<file path="config.mk">
export PLATFORM = sky130hd
export DESIGN_NAME = field_sad_decimation_selector_top_flat
export DESIGN_NICKNAME = d
export VERILOG_FILES = /design/src/rtl/fsds_pkg.sv /design/src/rtl/fsds_if.sv /design/src/rtl/field_sad_decimation_selector_top.sv /design/src/rtl/fsds_cfg.sv /design/src/rtl/fsds_in_stage.sv /design/src/rtl/fsds_core.sv /design/src/flat_wrapper.sv
export VERILOG_INCLUDE_DIRS = /design/src /design/src/rtl
export SDC_FILE = /design/constraint.sdc
export NUM_CORES = 1
export LEC_CHECK = 0
export CAP_MARGIN = 10
export CORE_AREA = 2 2 238 240
export DETAILED_ROUTE_END_ITERATION = 7
export DIE_AREA = 0 0 240 242
export DONT_BUFFER_PORTS = 1
export GPL_ROUTABILITY_DRIVEN = 0
export PLACE_DENSITY_LB_ADDON = 0.25
export SYNTH_ARGS = -nofsm -noshare
export SYNTH_HDL_FRONTEND = slang
export SYNTH_HIERARCHICAL = 1
export SYNTH_SLANG_ARGS = --single-unit
export TNS_END_PERCENT = 1
</file>
<file path="constraint.sdc">
create_clock -name clk -period 17.8 [get_ports clk]
set_input_delay 0.89 -clock clk [delete_from_list [all_inputs] [get_ports clk]]
set_output_delay 0.89 -clock clk [all_outputs]
set_load 0.01 [all_outputs]
</file>
<file path="src/rtl/field_sad_decimation_selector_top_macros.svh">
// assertion macros for the field sad decimation selector
`ifndef FIELD_SAD_DECIMATION_SELECTOR_TOP_MACROS_SVH
`define FIELD_SAD_DECIMATION_SELECTOR_TOP_MACROS_SVH

`ifndef SYNTHESIS

`define FSDS_ASSERT_SAME(lbl, ante, cons) \
    lbl: assert property (@(posedge clk) disable iff (!rst_n) (ante) |-> (cons)) \
        else $error("assertion failed");

`define FSDS_ASSERT_NEXT(lbl, ante, cons) \
    lbl: assert property (@(posedge clk) disable iff (!rst_n) (ante) |=> (cons)) \
        else $error("assertion failed");

`else

`define FSDS_ASSERT_SAME(lbl, ante, cons)

`define FSDS_ASSERT_NEXT(lbl, ante, cons)

`endif

`endif

</file>
<file path="src/rtl/fsds_pkg.sv">
// shared constants, types and a function of the field sad decimation selector
`default_nettype none

package fsds_pkg;

    localparam int MAX_GROUP = 16;
    localparam int SUM_WIDTH = 32;

    localparam int LUMA_W = 8;
    localparam int IDX_W  = 5;
    localparam int SKIP_W = 8;
    localparam int OUT_W  = 32;
    localparam int ADDR_W = 5;
    localparam int DATA_W = 32;

    typedef enum logic [2:0] {
        REG_GROUP_SIZE   = 3'd0,
        REG_INTERLACED   = 3'd1,
        REG_FORCE_ENABLE = 3'd2,
        REG_FORCED_EVEN  = 3'd3,
        REG_FORCED_ODD   = 3'd4,
        REG_SKIP_FRAMES  = 3'd5
    } reg_idx_t;

    typedef struct packed {
        logic [IDX_W-1:0]  group_size;
        logic              interlaced_mode;
        logic              force_enable;
        logic [IDX_W-1:0]  forced_even_index;
        logic [IDX_W-1:0]  forced_odd_index;
        logic [SKIP_W-1:0] skip_frames;
    } cfg_t;

    typedef struct packed {
        logic              valid;
        logic [LUMA_W-1:0] diff;
        logic              odd_line;
        logic              frame_end;
    } stage_t;

    // clips a sum to the 32-bit result field
    function automatic logic [OUT_W-1:0] sat_out(input logic [SUM_WIDTH-1:0] v);
        logic [63:0] w;
        w = 64'(v);
        sat_out = (w[63:OUT_W] != '0) ? '1 : w[OUT_W-1:0];
    endfunction

endpackage

`default_nettype wire

</file>
<file path="src/rtl/fsds_if.sv">
// word channel interfaces for pixel pairs and drop results
`default_nettype none

interface fsds_pix_if import fsds_pkg::*; ();
    logic              valid;
    logic              ready;
    logic [LUMA_W-1:0] current_luma;
    logic [LUMA_W-1:0] previous_luma;
    logic              odd_line;
    logic              frame_end;

    modport source (output valid, current_luma, previous_luma, odd_line, frame_end,
                    input ready);
    modport sink (input valid, current_luma, previous_luma, odd_line, frame_end,
                  output ready);
endinterface

interface fsds_res_if import fsds_pkg::*; ();
    logic             valid;
    logic             ready;
    logic [IDX_W-1:0] drop_even_index;
    logic [IDX_W-1:0] drop_odd_index;
    logic             field_drop;
    logic [OUT_W-1:0] min_even_sad;
    logic [OUT_W-1:0] min_odd_sad;

    modport source (output valid, drop_even_index, drop_odd_index, field_drop,
                    min_even_sad, min_odd_sad, input ready);
    modport sink (input valid, drop_even_index, drop_odd_index, field_drop,
                  min_even_sad, min_odd_sad, output ready);
endinterface

`default_nettype wire

</file>
<file path="src/rtl/field_sad_decimation_selector_top.sv">
// top level of the field sad decimation selector
`default_nettype none

// Takes one pixel word (current and previous luma, line parity, frame end) per clock and
// reports, after the last word of each group of frames, which frame or fields to drop.
// Each word passes an input register holding its absolute difference and then the
// accumulate-and-compare logic; the drop word is registered in the result register
// as the group-ending word is taken. Throughput is one word per clock while the result
// register is free or draining; a held result stalls only the next group-ending word.
// After reset the first skip_frames+1 frames are passed without detection.
module field_sad_decimation_selector_top import fsds_pkg::*;
(
    input  wire logic              clk,
    input  wire logic              rst_n,
    fsds_pix_if.sink               pixel,
    fsds_res_if.source             result,
    input  wire logic              psel,
    input  wire logic              penable,
    input  wire logic              pwrite,
    input  wire logic [ADDR_W-1:0] paddr,
    input  wire logic [DATA_W-1:0] pwdata,
    output logic      [DATA_W-1:0] prdata,
    output logic                   pready
);

    cfg_t   cfg;
    stage_t stage;
    logic   take;

    fsds_cfg u_cfg (
        .clk     (clk),
        .rst_n   (rst_n),
        .psel    (psel),
        .penable (penable),
        .pwrite  (pwrite),
        .paddr   (paddr),
        .pwdata  (pwdata),
        .prdata  (prdata),
        .pready  (pready),
        .cfg     (cfg)
    );

    fsds_in_stage u_in_stage (
        .clk   (clk),
        .rst_n (rst_n),
        .pix   (pixel),
        .take  (take),
        .stage (stage)
    );

    fsds_core u_core (
        .clk   (clk),
        .rst_n (rst_n),
        .cfg   (cfg),
        .stage (stage),
        .take  (take),
        .res   (result)
    );

endmodule

`default_nettype wire

</file>
<file path="src/rtl/fsds_cfg.sv">
// apb configuration registers
`default_nettype none

module fsds_cfg import fsds_pkg::*;
(
    input  wire logic              clk,
    input  wire logic              rst_n,
    input  wire logic              psel,
    input  wire logic              penable,
    input  wire logic              pwrite,
    input  wire logic [ADDR_W-1:0] paddr,
    input  wire logic [DATA_W-1:0] pwdata,
    output logic      [DATA_W-1:0] prdata,
    output logic                   pready,
    output cfg_t                   cfg
);

    cfg_t     cfg_reg;
    cfg_t     cfg_next;
    reg_idx_t idx;
    logic     wr_en;

    assign idx    = reg_idx_t'(paddr[ADDR_W-1:2]);
    assign wr_en  = psel && penable && pwrite;
    assign pready = 1'b1;
    assign cfg    = cfg_reg;

    always_comb
    begin
        cfg_next = cfg_reg;
        if (wr_en)
        begin
            unique case (idx)
                REG_GROUP_SIZE:   cfg_next.group_size        = pwdata[IDX_W-1:0];
                REG_INTERLACED:   cfg_next.interlaced_mode   = pwdata[0];
                REG_FORCE_ENABLE: cfg_next.force_enable      = pwdata[0];
                REG_FORCED_EVEN:  cfg_next.forced_even_index = pwdata[IDX_W-1:0];
                REG_FORCED_ODD:   cfg_next.forced_odd_index  = pwdata[IDX_W-1:0];
                REG_SKIP_FRAMES:  cfg_next.skip_frames       = pwdata[SKIP_W-1:0];
                default:          cfg_next = cfg_reg;
            endcase
        end
    end

    always_comb
    begin
        unique case (idx)
            REG_GROUP_SIZE:   prdata = DATA_W'(cfg_reg.group_size);
            REG_INTERLACED:   prdata = DATA_W'(cfg_reg.interlaced_mode);
            REG_FORCE_ENABLE: prdata = DATA_W'(cfg_reg.force_enable);
            REG_FORCED_EVEN:  prdata = DATA_W'(cfg_reg.forced_even_index);
            REG_FORCED_ODD:   prdata = DATA_W'(cfg_reg.forced_odd_index);
            REG_SKIP_FRAMES:  prdata = DATA_W'(cfg_reg.skip_frames);
            default:          prdata = '0;
        endcase
    end

    always_ff @(posedge clk or negedge rst_n)
    begin
        if (!rst_n)
        begin
            cfg_reg.group_size        <= IDX_W'(5);
            cfg_reg.interlaced_mode   <= 1'b0;
            cfg_reg.force_enable      <= 1'b0;
            cfg_reg.forced_even_index <= IDX_W'(1);
            cfg_reg.forced_odd_index  <= IDX_W'(1);
            cfg_reg.skip_frames       <= '0;
        end
        else
        begin
            cfg_reg <= cfg_next;
        end
    end

endmodule

`default_nettype wire

</file>
<file path="src/rtl/fsds_in_stage.sv">
// input register holding the absolute difference of each accepted word
`default_nettype none

module fsds_in_stage import fsds_pkg::*;
(
    input  wire logic   clk,
    input  wire logic   rst_n,
    fsds_pix_if.sink    pix,
    input  wire logic   take,
    output stage_t      stage
);

    logic              valid_reg;
    logic              valid_next;
    logic [LUMA_W-1:0] diff_reg;
    logic [LUMA_W-1:0] diff_next;
    logic              odd_reg;
    logic              fend_reg;
    logic              accept;

    assign pix.ready = !valid_reg || take;
    assign accept    = pix.valid && pix.ready;

    assign diff_next = (pix.current_luma >= pix.previous_luma)
                     ? pix.current_luma - pix.previous_luma
                     : pix.previous_luma - pix.current_luma;

    always_comb
    begin
        valid_next = valid_reg;
        if (take)
        begin
            valid_next = 1'b0;
        end
        if (accept)
        begin
            valid_next = 1'b1;
        end
    end

    always_ff @(posedge clk or negedge rst_n)
    begin
        if (!rst_n)
        begin
            valid_reg <= 1'b0;
        end
        else
        begin
            valid_reg <= valid_next;
        end
    end

    always_ff @(posedge clk)
    begin
        if (accept)
        begin
            diff_reg <= diff_next;
            odd_reg  <= pix.odd_line;
            fend_reg <= pix.frame_end;
        end
    end

    assign stage.valid     = valid_reg;
    assign stage.diff      = diff_reg;
    assign stage.odd_line  = odd_reg;
    assign stage.frame_end = fend_reg;

endmodule

`default_nettype wire

</file>
<file path="src/rtl/fsds_core.sv">
// difference accumulators, per-group minimum search and result register
`default_nettype none

`include "field_sad_decimation_selector_top_macros.svh"

module fsds_core import fsds_pkg::*;
(
    input  wire logic  clk,
    input  wire logic  rst_n,
    input  wire cfg_t  cfg,
    input  wire stage_t stage,
    output logic       take,
    fsds_res_if.source res
);

    localparam logic [IDX_W-1:0]  MAX_IDX   = IDX_W'(MAX_GROUP);
    localparam logic [IDX_W-1:0]  IDX_ONE   = IDX_W'(1);
    localparam logic [IDX_W-1:0]  IDX_TWO   = IDX_W'(2);
    localparam logic [SKIP_W:0]   SKIP_DONE = {1'b1, SKIP_W'(0)};

    function automatic logic [SUM_WIDTH-1:0] sat_add(input logic [SUM_WIDTH-1:0] a,
                                                     input logic [SUM_WIDTH-1:0] b);
        logic [SUM_WIDTH:0] s;
        s = {1'b0, a} + {1'b0, b};
        sat_add = s[SUM_WIDTH] ? '1 : s[SUM_WIDTH-1:0];
    endfunction

    function automatic logic [IDX_W-1:0] clamp_idx(input logic [IDX_W-1:0] v,
                                                   input logic [IDX_W-1:0] g);
        if (v == '0)
            clamp_idx = IDX_ONE;
        else if (v > g)
            clamp_idx = g;
        else
            clamp_idx = v;
    endfunction

    // running sums and search state
    logic [SUM_WIDTH-1:0] even_acc_reg, even_acc_next;
    logic [SUM_WIDTH-1:0] odd_acc_reg, odd_acc_next;
    logic [SUM_WIDTH-1:0] tot_acc_reg, tot_acc_next;
    logic [IDX_W-1:0]     pos_reg, pos_next;
    logic [SKIP_W:0]      skip_reg, skip_next;
    logic [SUM_WIDTH-1:0] best_even_reg, best_even_next;
    logic [SUM_WIDTH-1:0] best_odd_reg, best_odd_next;
    logic [IDX_W-1:0]     best_even_frame_reg, best_even_frame_next;
    logic [IDX_W-1:0]     best_odd_frame_reg, best_odd_frame_next;

    // result register
    logic                 res_valid_reg, res_valid_next;
    logic [IDX_W-1:0]     res_even_idx_reg;
    logic [IDX_W-1:0]     res_odd_idx_reg;
    logic                 res_field_drop_reg;
    logic [OUT_W-1:0]     res_min_even_reg;
    logic [OUT_W-1:0]     res_min_odd_reg;

    logic [SUM_WIDTH-1:0] diff_ext;
    logic [SUM_WIDTH-1:0] even_add, odd_add, tot_add;
    logic [IDX_W-1:0]     grp;
    logic [IDX_W-1:0]     pos;
    logic                 first;
    logic                 detecting;
    logic                 emit;
    logic                 load;
    logic [SUM_WIDTH-1:0] even_cand;
    logic                 upd_even, upd_odd;
    logic [SUM_WIDTH-1:0] new_best_even, new_best_odd;
    logic [IDX_W-1:0]     new_even_frame, new_odd_frame;
    logic [IDX_W-1:0]     force_even, force_odd;
    logic [IDX_W-1:0]     de, dodd;
    logic [SUM_WIDTH-1:0] se, so;

    // only a group-ending word waits for the result register
    assign take = stage.valid && (!emit || !res_valid_reg || res.ready);

    assign diff_ext = SUM_WIDTH'(stage.diff);
    assign even_add = sat_add(even_acc_reg, stage.odd_line ? '0 : diff_ext);
    assign odd_add  = sat_add(odd_acc_reg, stage.odd_line ? diff_ext : '0);
    // combined sum kept in its own saturating register
    assign tot_add  = sat_add(tot_acc_reg, diff_ext);

    assign grp = (cfg.group_size < IDX_TWO) ? IDX_TWO
               : (cfg.group_size > MAX_IDX) ? MAX_IDX : cfg.group_size;
    assign pos   = (pos_reg == '0) ? IDX_ONE : pos_reg;
    assign first = (pos == IDX_ONE);

    assign detecting = skip_reg[SKIP_W];
    assign emit      = detecting && stage.frame_end && (pos >= grp);
    assign load      = take && emit;

    assign even_cand = cfg.interlaced_mode ? even_add : tot_add;
    assign upd_even  = first || (even_cand < best_even_reg);
    assign upd_odd   = cfg.interlaced_mode && (first || (odd_add < best_odd_reg));

    assign new_best_even  = upd_even ? even_cand : best_even_reg;
    assign new_even_frame = upd_even ? pos : best_even_frame_reg;
    assign new_best_odd   = upd_odd ? odd_add : best_odd_reg;
    assign new_odd_frame  = upd_odd ? pos : best_odd_frame_reg;

    assign force_even = clamp_idx(cfg.forced_even_index, grp);
    assign force_odd  = (cfg.forced_odd_index == '0) ? force_even
                      : clamp_idx(cfg.forced_odd_index, grp);

    always_comb
    begin
        if (cfg.force_enable)
        begin
            de   = force_even;
            dodd = force_odd;
            se   = '0;
            so   = '0;
        end
        else
        begin
            de   = new_even_frame;
            dodd = new_odd_frame;
            se   = new_best_even;
            so   = new_best_odd;
        end
        if (!cfg.interlaced_mode)
        begin
            dodd = de;
            so   = '0;
        end
    end

    always_comb
    begin
        even_acc_next        = even_acc_reg;
        odd_acc_next         = odd_acc_reg;
        tot_acc_next         = tot_acc_reg;
        pos_next             = pos_reg;
        skip_next            = skip_reg;
        best_even_next       = best_even_reg;
        best_odd_next        = best_odd_reg;
        best_even_frame_next = best_even_frame_reg;
        best_odd_frame_next  = best_odd_frame_reg;
        if (take)
        begin
            if (!stage.frame_end)
            begin
                even_acc_next = even_add;
                odd_acc_next  = odd_add;
                tot_acc_next  = tot_add;
            end
            else
            begin
                even_acc_next = '0;
                odd_acc_next  = '0;
                tot_acc_next  = '0;
                if (!detecting)
                begin
                    skip_next = (skip_reg >= {1'b0, cfg.skip_frames}) ? SKIP_DONE
                              : skip_reg + 1'b1;
                end
                else if (emit)
                begin
                    pos_next             = IDX_ONE;
                    best_even_next       = '1;
                    best_odd_next        = '1;
                    best_even_frame_next = IDX_ONE;
                    best_odd_frame_next  = IDX_ONE;
                end
                else
                begin
                    pos_next             = pos + 1'b1;
                    best_even_next       = new_best_even;
                    best_odd_next        = new_best_odd;
                    best_even_frame_next = new_even_frame;
                    best_odd_frame_next  = new_odd_frame;
                end
            end
        end
    end

    always_comb
    begin
        res_valid_next = res_valid_reg;
        if (res.ready)
        begin
            res_valid_next = 1'b0;
        end
        if (load)
        begin
            res_valid_next = 1'b1;
        end
    end

    always_ff @(posedge clk or negedge rst_n)
    begin
        if (!rst_n)
        begin
            even_acc_reg        <= '0;
            odd_acc_reg         <= '0;
            tot_acc_reg         <= '0;
            pos_reg             <= IDX_ONE;
            skip_reg            <= '0;
            best_even_reg       <= '1;
            best_odd_reg        <= '1;
            best_even_frame_reg <= IDX_ONE;
            best_odd_frame_reg  <= IDX_ONE;
            res_valid_reg       <= 1'b0;
        end
        else
        begin
            even_acc_reg        <= even_acc_next;
            odd_acc_reg         <= odd_acc_next;
            tot_acc_reg         <= tot_acc_next;
            pos_reg             <= pos_next;
            skip_reg            <= skip_next;
            best_even_reg       <= best_even_next;
            best_odd_reg        <= best_odd_next;
            best_even_frame_reg <= best_even_frame_next;
            best_odd_frame_reg  <= best_odd_frame_next;
            res_valid_reg       <= res_valid_next;
        end
    end

    always_ff @(posedge clk)
    begin
        if (load)
        begin
            res_even_idx_reg   <= de;
            res_odd_idx_reg    <= dodd;
            res_field_drop_reg <= cfg.interlaced_mode && (de != dodd);
            res_min_even_reg   <= sat_out(se);
            res_min_odd_reg    <= sat_out(so);
        end
    end

    assign res.valid           = res_valid_reg;
    assign res.drop_even_index = res_even_idx_reg;
    assign res.drop_odd_index  = res_odd_idx_reg;
    assign res.field_drop      = res_field_drop_reg;
    assign res.min_even_sad    = res_min_even_reg;
    assign res.min_odd_sad     = res_min_odd_reg;

    `FSDS_ASSERT_SAME(a_pos_range, 1'b1, (pos_reg != '0) && (pos_reg <= MAX_IDX))
    `FSDS_ASSERT_SAME(a_no_result_in_skip, !skip_reg[SKIP_W], !load)
    `FSDS_ASSERT_NEXT(a_group_restart, load, (pos_reg == IDX_ONE) && res_valid_reg)
    `FSDS_ASSERT_NEXT(a_index_range, load,
                      (res_even_idx_reg != '0) && (res_even_idx_reg <= MAX_IDX))
    `FSDS_ASSERT_NEXT(a_progressive_whole, load && !cfg.interlaced_mode,
                      !res_field_drop_reg && (res_min_odd_reg == '0))

endmodule

`default_nettype wire
</file>
<file path="src/flat_wrapper.sv">
// flat-port wrapper written by rule: the top's interface ports become plain ports
module field_sad_decimation_selector_top_flat import fsds_pkg::*;
  (clk, rst_n, psel, penable, pwrite, paddr, pwdata, prdata, pready, pixel_valid, pixel_current_luma, pixel_previous_luma, pixel_odd_line, pixel_frame_end, pixel_ready, result_valid, result_drop_even_index, result_drop_odd_index, result_field_drop, result_min_even_sad, result_min_odd_sad, result_ready);
  fsds_pix_if pixel_i ();
  fsds_res_if result_i ();
  input  wire logic clk;
  input  wire logic rst_n;
  input  wire logic psel;
  input  wire logic penable;
  input  wire logic pwrite;
  input  wire logic [ADDR_W-1:0] paddr;
  input  wire logic [DATA_W-1:0] pwdata;
  output logic      [DATA_W-1:0] prdata;
  output logic pready;
  input wire logic [$bits(pixel_i.valid)-1:0] pixel_valid;
  input wire logic [$bits(pixel_i.current_luma)-1:0] pixel_current_luma;
  input wire logic [$bits(pixel_i.previous_luma)-1:0] pixel_previous_luma;
  input wire logic [$bits(pixel_i.odd_line)-1:0] pixel_odd_line;
  input wire logic [$bits(pixel_i.frame_end)-1:0] pixel_frame_end;
  output wire logic [$bits(pixel_i.ready)-1:0] pixel_ready;
  output wire logic [$bits(result_i.valid)-1:0] result_valid;
  output wire logic [$bits(result_i.drop_even_index)-1:0] result_drop_even_index;
  output wire logic [$bits(result_i.drop_odd_index)-1:0] result_drop_odd_index;
  output wire logic [$bits(result_i.field_drop)-1:0] result_field_drop;
  output wire logic [$bits(result_i.min_even_sad)-1:0] result_min_even_sad;
  output wire logic [$bits(result_i.min_odd_sad)-1:0] result_min_odd_sad;
  input wire logic [$bits(result_i.ready)-1:0] result_ready;
  assign pixel_i.valid = pixel_valid;
  assign pixel_i.current_luma = pixel_current_luma;
  assign pixel_i.previous_luma = pixel_previous_luma;
  assign pixel_i.odd_line = pixel_odd_line;
  assign pixel_i.frame_end = pixel_frame_end;
  assign pixel_ready = pixel_i.ready;
  assign result_valid = result_i.valid;
  assign result_drop_even_index = result_i.drop_even_index;
  assign result_drop_odd_index = result_i.drop_odd_index;
  assign result_field_drop = result_i.field_drop;
  assign result_min_even_sad = result_i.min_even_sad;
  assign result_min_odd_sad = result_i.min_odd_sad;
  assign result_i.ready = result_ready;
  field_sad_decimation_selector_top u_core (.clk(clk), .rst_n(rst_n), .pixel(pixel_i), .result(result_i), .psel(psel), .penable(penable), .pwrite(pwrite), .paddr(paddr), .pwdata(pwdata), .prdata(prdata), .pready(pready));
endmodule
</file>
Word level (Yosys, flattened, before mapping)
Index checks and enable logic that the tools add are counted.
{"block": "classes", "magnitude_cmp": 9, "mux": 36, "reduce_logical": 33, "eq_ne": 7, "bitwise_logic": 2, "n_addsub": 7}
{"cell": "$mux W32", "count": 11}
{"cell": "$add A32 B8 Y33", "count": 3}
{"cell": "$mux W5", "count": 15}
{"cell": "$lt A32 B32 Y1", "count": 2}
{"cell": "$pmux W8 S6", "count": 1}
{"cell": "$mux W8", "count": 3}
{"cell": "$mux W9", "count": 2}
{"cell": "$sub A8 B8 Y8", "count": 2}
{"cell": "$logic_not A5 Y1", "count": 3}
{"cell": "$reduce_and A2 Y1", "count": 7}
{"cell": "$gt A5 B5 Y1", "count": 2}
{"cell": "$add A9 B1 Y9 const B", "count": 1}
{"cell": "$ge A9 B8 Y1", "count": 1}
{"cell": "$logic_and A1 B1 Y1", "count": 9}
{"cell": "$ge A8 B8 Y1", "count": 1}
{"cell": "$eq A3 B2 Y1 const B", "count": 2}
{"cell": "$eq A3 B3 Y1 const B", "count": 2}
{"cell": "$reduce_and A3 Y1", "count": 2}
{"cell": "$add A5 B1 Y5 const B", "count": 1}
{"cell": "$eq A5 B1 Y1 const B", "count": 1}
{"cell": "$ge A5 B5 Y1", "count": 1}
{"cell": "$gt A5 B5 Y1 const B", "count": 1}
{"cell": "$logic_or A1 B1 Y1", "count": 5}
{"cell": "$lt A5 B2 Y1 const B", "count": 1}
{"cell": "8 further kinds", "count": 15}
{"block": "word_totals", "reg_bits": 296, "word_cells": 120, "output_inout_bits": 110}

Logic depth before layout (Yosys ltp)
{"block": "logic_depth", "word_depth": 12, "ltp_mapped": 26, "depth_no_buf": 23}

Modules after synthesis
The synthesis kept the hierarchy.
{"module": "fsds_core", "cells_per_inst": 1853, "n_inst": 1, "area_per_inst_um2": 16857.4}
{"module": "fsds_cfg", "cells_per_inst": 117, "n_inst": 1, "area_per_inst_um2": 1422.6}
{"module": "fsds_in_stage", "cells_per_inst": 98, "n_inst": 1, "area_per_inst_um2": 1018.5}

Worst setup path after synthesis
Ideal clock, no wire load.
{"block": "synth_timing", "path_kind": "register -> register", "start": "reg u_core.u_core.pos_reg[3]", "end": "reg u_core.u_core.res_even_idx_reg[0], in the netlist u_core/u_core/res.drop_even_index[0] (enable)", "synth_period_minus_slack_ns": 6.559, "setup_ns": 0.509, "arrival_ns": 6.050, "required_time_ns": 17.291, "path_slack_ns": 11.241, "path_stages_with_launch": 16, "n_path_buf": 2, "path_cell_list": "dfrtp_1 clkbuf_1 nor3_1 a21o_1 inv_1 ha_1 nand2b_1 a21o_1 a21o_1 a21o_1 a21o_1 a21o_1 inv_2 nand3_1 clkbuf_1 nor2_1"}
{"block": "synth_between", "elab_chain_len": 9}
{"element": "from (decl)", "line_no": "fsds_core.sv:42", "source": "logic [IDX_W-1:0] pos_reg, pos_next;"}
{"element": "from (signal assigned)", "line_no": "fsds_core.sv:209", "source": "pos_reg <= pos_next;"}
{"element": "$logic_not A5 Y1", "line_no": "fsds_core.sv:84", "source": "assign pos = (pos_reg == '0) ? IDX_ONE : pos_reg;"}
{"element": "$mux W5 (*)", "line_no": "fsds_core.sv:84"}
{"element": "$ge A5 B5 Y1 (*)", "line_no": "fsds_core.sv:88", "source": "assign emit = detecting && stage.frame_end && (pos >= grp);"}
{"element": "$logic_and A1 B1 Y1 (*)", "line_no": "fsds_core.sv:88"}
{"element": "$logic_not A1 Y1", "line_no": "fsds_core.sv:74", "source": "assign take = stage.valid && (!emit || !res_valid_reg || res.ready);"}
{"element": "$logic_or A1 B1 Y1 (2 in series)", "line_no": "fsds_core.sv:74"}
{"element": "$logic_and A1 B1 Y1", "line_no": "fsds_core.sv:74"}
{"element": "$logic_and A1 B1 Y1 (*)", "line_no": "fsds_core.sv:89", "source": "assign load = take && emit;"}
{"element": "via u_core.u_core.load", "line_no": "fsds_core.sv:64", "source": "logic load;"}
{"element": "to (signal assigned)", "line_no": "fsds_core.sv:223", "source": "res_even_idx_reg <= de;"}
{"element": "to (decl)", "line_no": "fsds_core.sv:51", "source": "logic [IDX_W-1:0] res_even_idx_reg;"}
Mark *: on every way through the listed nets, which the timed path passes. The rest lies on a longest branch.
A chain may end at the register's enable or synchronous reset.

Worst setup path after layout
{"block": "layout_timing", "start": "reg u_core.u_in_stage.odd_reg", "end": "reg u_core.u_core.res_field_drop_reg, in the netlist u_core/u_core/res.field_drop, data pin"}
{"block": "layout_between", "elab_chain_len": 11}
{"element": "from (decl)", "line_no": "fsds_in_stage.sv:17", "source": "logic odd_reg;"}
{"element": "from (signal assigned)", "line_no": "fsds_in_stage.sv:58", "source": "odd_reg <= pix.odd_line;"}
{"element": "$mux W8, on equally long branches", "line_no": "fsds_core.sv:77, fsds_core.sv:78"}
{"element": "$add A32 B8 Y33", "line_no": "fsds_core.sv:24", "source": "s = {1'b0, a} + {1'b0, b};"}
{"element": "$mux W32", "line_no": "fsds_core.sv:25", "source": "sat_add = s[SUM_WIDTH] ? '1 : s[SUM_WIDTH-1:0];"}
{"element": "$mux W32 / $lt A32 B32 Y1 (equally long branches)", "line_no": "fsds_core.sv:91, fsds_core.sv:93"}
{"element": "$lt A32 B32 Y1 / $logic_or A1 B1 Y1 (equally long branches)", "line_no": "fsds_core.sv:92, fsds_core.sv:93"}
{"element": "$logic_or A1 B1 Y1 / $logic_and A1 B1 Y1 (equally long branches)", "line_no": "fsds_core.sv:92, fsds_core.sv:93"}
{"element": "$mux W5, on equally long branches", "line_no": "fsds_core.sv:96, fsds_core.sv:98"}
{"element": "$mux W5", "line_no": "fsds_core.sv:106", "source": "if (cfg.force_enable)"}
{"element": "$mux W5", "line_no": "fsds_core.sv:120", "source": "if (!cfg.interlaced_mode)"}
{"element": "$ne A5 B5 Y1 (*)", "line_no": "fsds_core.sv:225", "source": "res_field_drop_reg <= cfg.interlaced_mode && (de != dodd);"}
{"element": "$logic_and A1 B1 Y1 (*)", "line_no": "fsds_core.sv:225"}
{"element": "to (signal assigned)", "line_no": "fsds_core.sv:225"}
{"element": "to (decl)", "line_no": "fsds_core.sv:53", "source": "logic res_field_drop_reg;"}
Every way passes the cells marked *; elsewhere a longest branch is shown, timed or not.

==> summary.txt <==
Final layout
  – # diodes: 0
  – Fillers: approximately 5,700
  – Post-layout util: a little under two fifths
  – Layout Area Growth over Synthesis: 9.39%
  – Design area: 0.0211 mm2
  – Share of layout cells above drive strength 1: 11.3%
  – Multi-input logic area: approximately 0.010 mm2
  – Register Area: 0.00792 mm2
  – Final #Nets: around 2,200

Placement
  – HPWL Detailed: 38.6 mm
  – IO Port Bufs: 0
  – Pre-CTS WS: 10.26 ns
  – Dpl cell area: a little under 0.02 mm2

Logic synthesis
  – Synth cell count leaders: nand2_1 (192), nor2_1 (192), inv_1 (147)
  – Synth top area cells: dfrtp_1 (18%), edfxtp_1 (13%), dfstp_2 (9.7%), ha_1 (8.2%), nand2_1 (3.7%)
  – Synthesized instance count: 2,068
  – Count of different cell masters after synthesis: 103
  – Yosys warnings: 6
  – Primary FF master, synth: dfrtp_1
  – Register area share after synthesis: 41.0%
  – Post-Syn Area: 0.0193 mm2
  – Post-synth EDFFs: 85
  – Synth top area share: 18.2%
  – Yosys reg bits: 296
  – Ys async rst share: 71.3%
  – Syn avg cell area: 9.33 um2
  – Synth area leader: dfrtp_1

Critical path
  – CP Data Arrival Time: 7.95 ns
  – Max incr delay on CP: 0.66 ns
  – Worst EP required: roughly 18 ns
  – CP cell instances: and2_1 > ha_1 > fa_1 > a211oi_1 > o21ai_0 > a31oi_1 > nor3_2 > and3_1 > nand2b_1 > nand3_1 > o21ai_0 > inv_1 > ha_1 > a21o_1 > a211o_1 > a41oi_1 > o21ai_1 > nor3_2 > mux2i_1 > o211a_1 > a221o_1 > a2111o_1
  – Worst setup SP type: flop
  – Crit-path leading delay family: compound AO/OA/AOI/OAI gates
  – Reg2Reg Depth: 22
  – CP max-delay cell: edfxtp_1
  – Critical path class: reg -> reg
  – CP Depth: 22
  – Crit path capture type: flop
  – Bufs and invs on worst path: 1
  – Worst Path Max Fanout: 17

STA
  – Slew @ Worst Pin: 1.03 ns
  – Fmax: 130 MHz
  – Tmin final: 7.67 ns
  – Post-route setup slack: between 10 and 15 ns
  – Final Hold Vio Count: 0
  – Slew HR: 31.6%
  – Fin. max-slew vios: 0
  – Final setup skew: 0.0244 ns
  – Final setup viols: 0
  – Period utilisation layout: approximately 43%
  – RSZ-0062 raised after global routing: false
  – Setup TNS: 0 ns

Clock network
  – CTS Hold Bufs: 0
  – # resized after CTS: 0
  – Total CTS buffers: 38
  – Reg clk slew, reported paths: 0.06 ns
  – H-tree lvl count: 2
  – Post-CTS Setup Repair Bufs: 0
  – Clock tree sinks: 296
  – CTS tree: done
  – Clock Path Buffers: 3
  – CTS Root Cell: clkbuf_16
  – Clock Latency Late Sink: 0.56 ns

Run
  – # Max-Cap Violations: 0

Routing
  – Number of remaining DRC errors: 0
  – Drt pass-1 iters: 5
  – Routed Antenna Nets: 0
  – Routed WL: about 56 mm
  – Via count: about 15,000
  – Via density: ~5.5
  – Wire length per cell: 19.8 um
  – Initial DRC Count: between 1,000 and 1,500

Global route
  – Gr busiest metal: met2
  – Tot GR Track Use: 19.1%
  – Initial antenna violation count: 2
  – First-pass GRT wire length: a little under 90 mm
  – GR Util met3: 4.42%
  – Number of global-route vias before repair: 15,000
  – Total gr overflow: 0
  – Met1 Usage GRT: 27.7%
  – Largest net degree at the start of global routing: 212
  – M2 GR Usage: 28.3%

Floorplan
  – Top Ports: 172
  – Core area: 0.0557 mm2
  – Starting Density: between 30 and 40%
  – Die extent in x: approximately 240 um
  – Die height: 242 um
  – Die footprint: 0.0581 mm2
  – # rows: 87

Pwr
  – Max VDD drop: 0.0000590 V
  – Leak: 0.00952 uW
  – Power Dens Cells: between 100 and 150 mW/mm2

Outcome
  – Status: finished, final reports clean

Worst hold path
  – Hold crit path type: in -> async
## cells in the final DEF, fill, tap and decap left out, types with 20 or more instances in the layout
cell       count
dfstp_2       71
a22o_1        30
nand4_1       28
a21oi_1      131
nand3_1       52
a31oi_1       28
conb_1        25
nor3_1        20
clkbuf_16     39
mux2_2        23
nor2_1       189
nand2_1      192
a21o_1        27
o21ai_0      127
buf_4         24
a211oi_1      26
a2bb2oi_1     25
ha_1         126
mux2i_1       54
inv_1        147
dfrtp_1      139
and2_1        22
a22oi_1       53
xor2_1        27
edfxtp_1      85
xnor2_1       51
## kinds of logic after synthesis
group                    after synthesis  share of synthesized area [%]
AND/OR/NAND/NOR                      622                           15.8
AO/OA/AOI/OAI                        574                           19.8
flip-flops                           296                           41.0
buffers and inverters                283                           6.52
adder cells (fa/ha/maj)              131                           8.69
multiplexers                          82                           4.53
XOR/XNOR                              78                           3.54
other                                  2                         0.0389
## worst paths after layout
kind	from	endpoint	slack, ns
worst max-delay path	u_core/u_in_stage/odd_reg	u_core/u_core/res.field_drop	10.13
min in group clk	pixel_frame_end	u_core/u_in_stage/fend_reg	0.43
worst min register to register	u_core/u_core/best_even_frame_reg[0]	u_core/u_core/best_even_frame_reg[0]	0.47
worst max register to register	u_core/u_in_stage/odd_reg	u_core/u_core/res.field_drop	10.13
max in group asynchronous	rst_n	u_core/u_core/best_odd_reg[3]	17.30
worst min-delay path	rst_n	u_core/u_core/tot_acc_reg[21]	0.06
## per-stage QoR
step	instances	power (uW)	hold WS, ns
6_report	2811	2870	0.0569
5_1_grt	2811	3060	0.0147
4_1_cts	2811	2880	0.00102
3_5_place_dp	2741	2080	0.460
3_3_place_gp	2741	2060	0.458
2_1_floorplan	2091	1790	0.446
## routing by layer
layer	up-vias	share of wire, %
li1	7297	-
met1	7518	47
met2	568	42
met3	80	7.8
met4	4	2.6
met5	-	0.058
## layout make-up
type | count | share of cell area (%)
clock buffers | 53 | 4.97
inverters | 153 | 2.72
repair buffers | 24 | 0.853
clock inverters | 17 | 0.966
multi-input cells | 1512 | 48.5
flip-flops and latches | 296 | 37.5
well taps | 756 | 4.48
## power by group
group          switching, uW  leakage [uW]  internal (uW)  total (uW)
clock network            308      0.000607            471         779
logic                    664       0.00547            374        1040
registers                121       0.00344            930        1050
total                   1090       0.00952           1770        2870
Power figures use the tool's default switching activity.
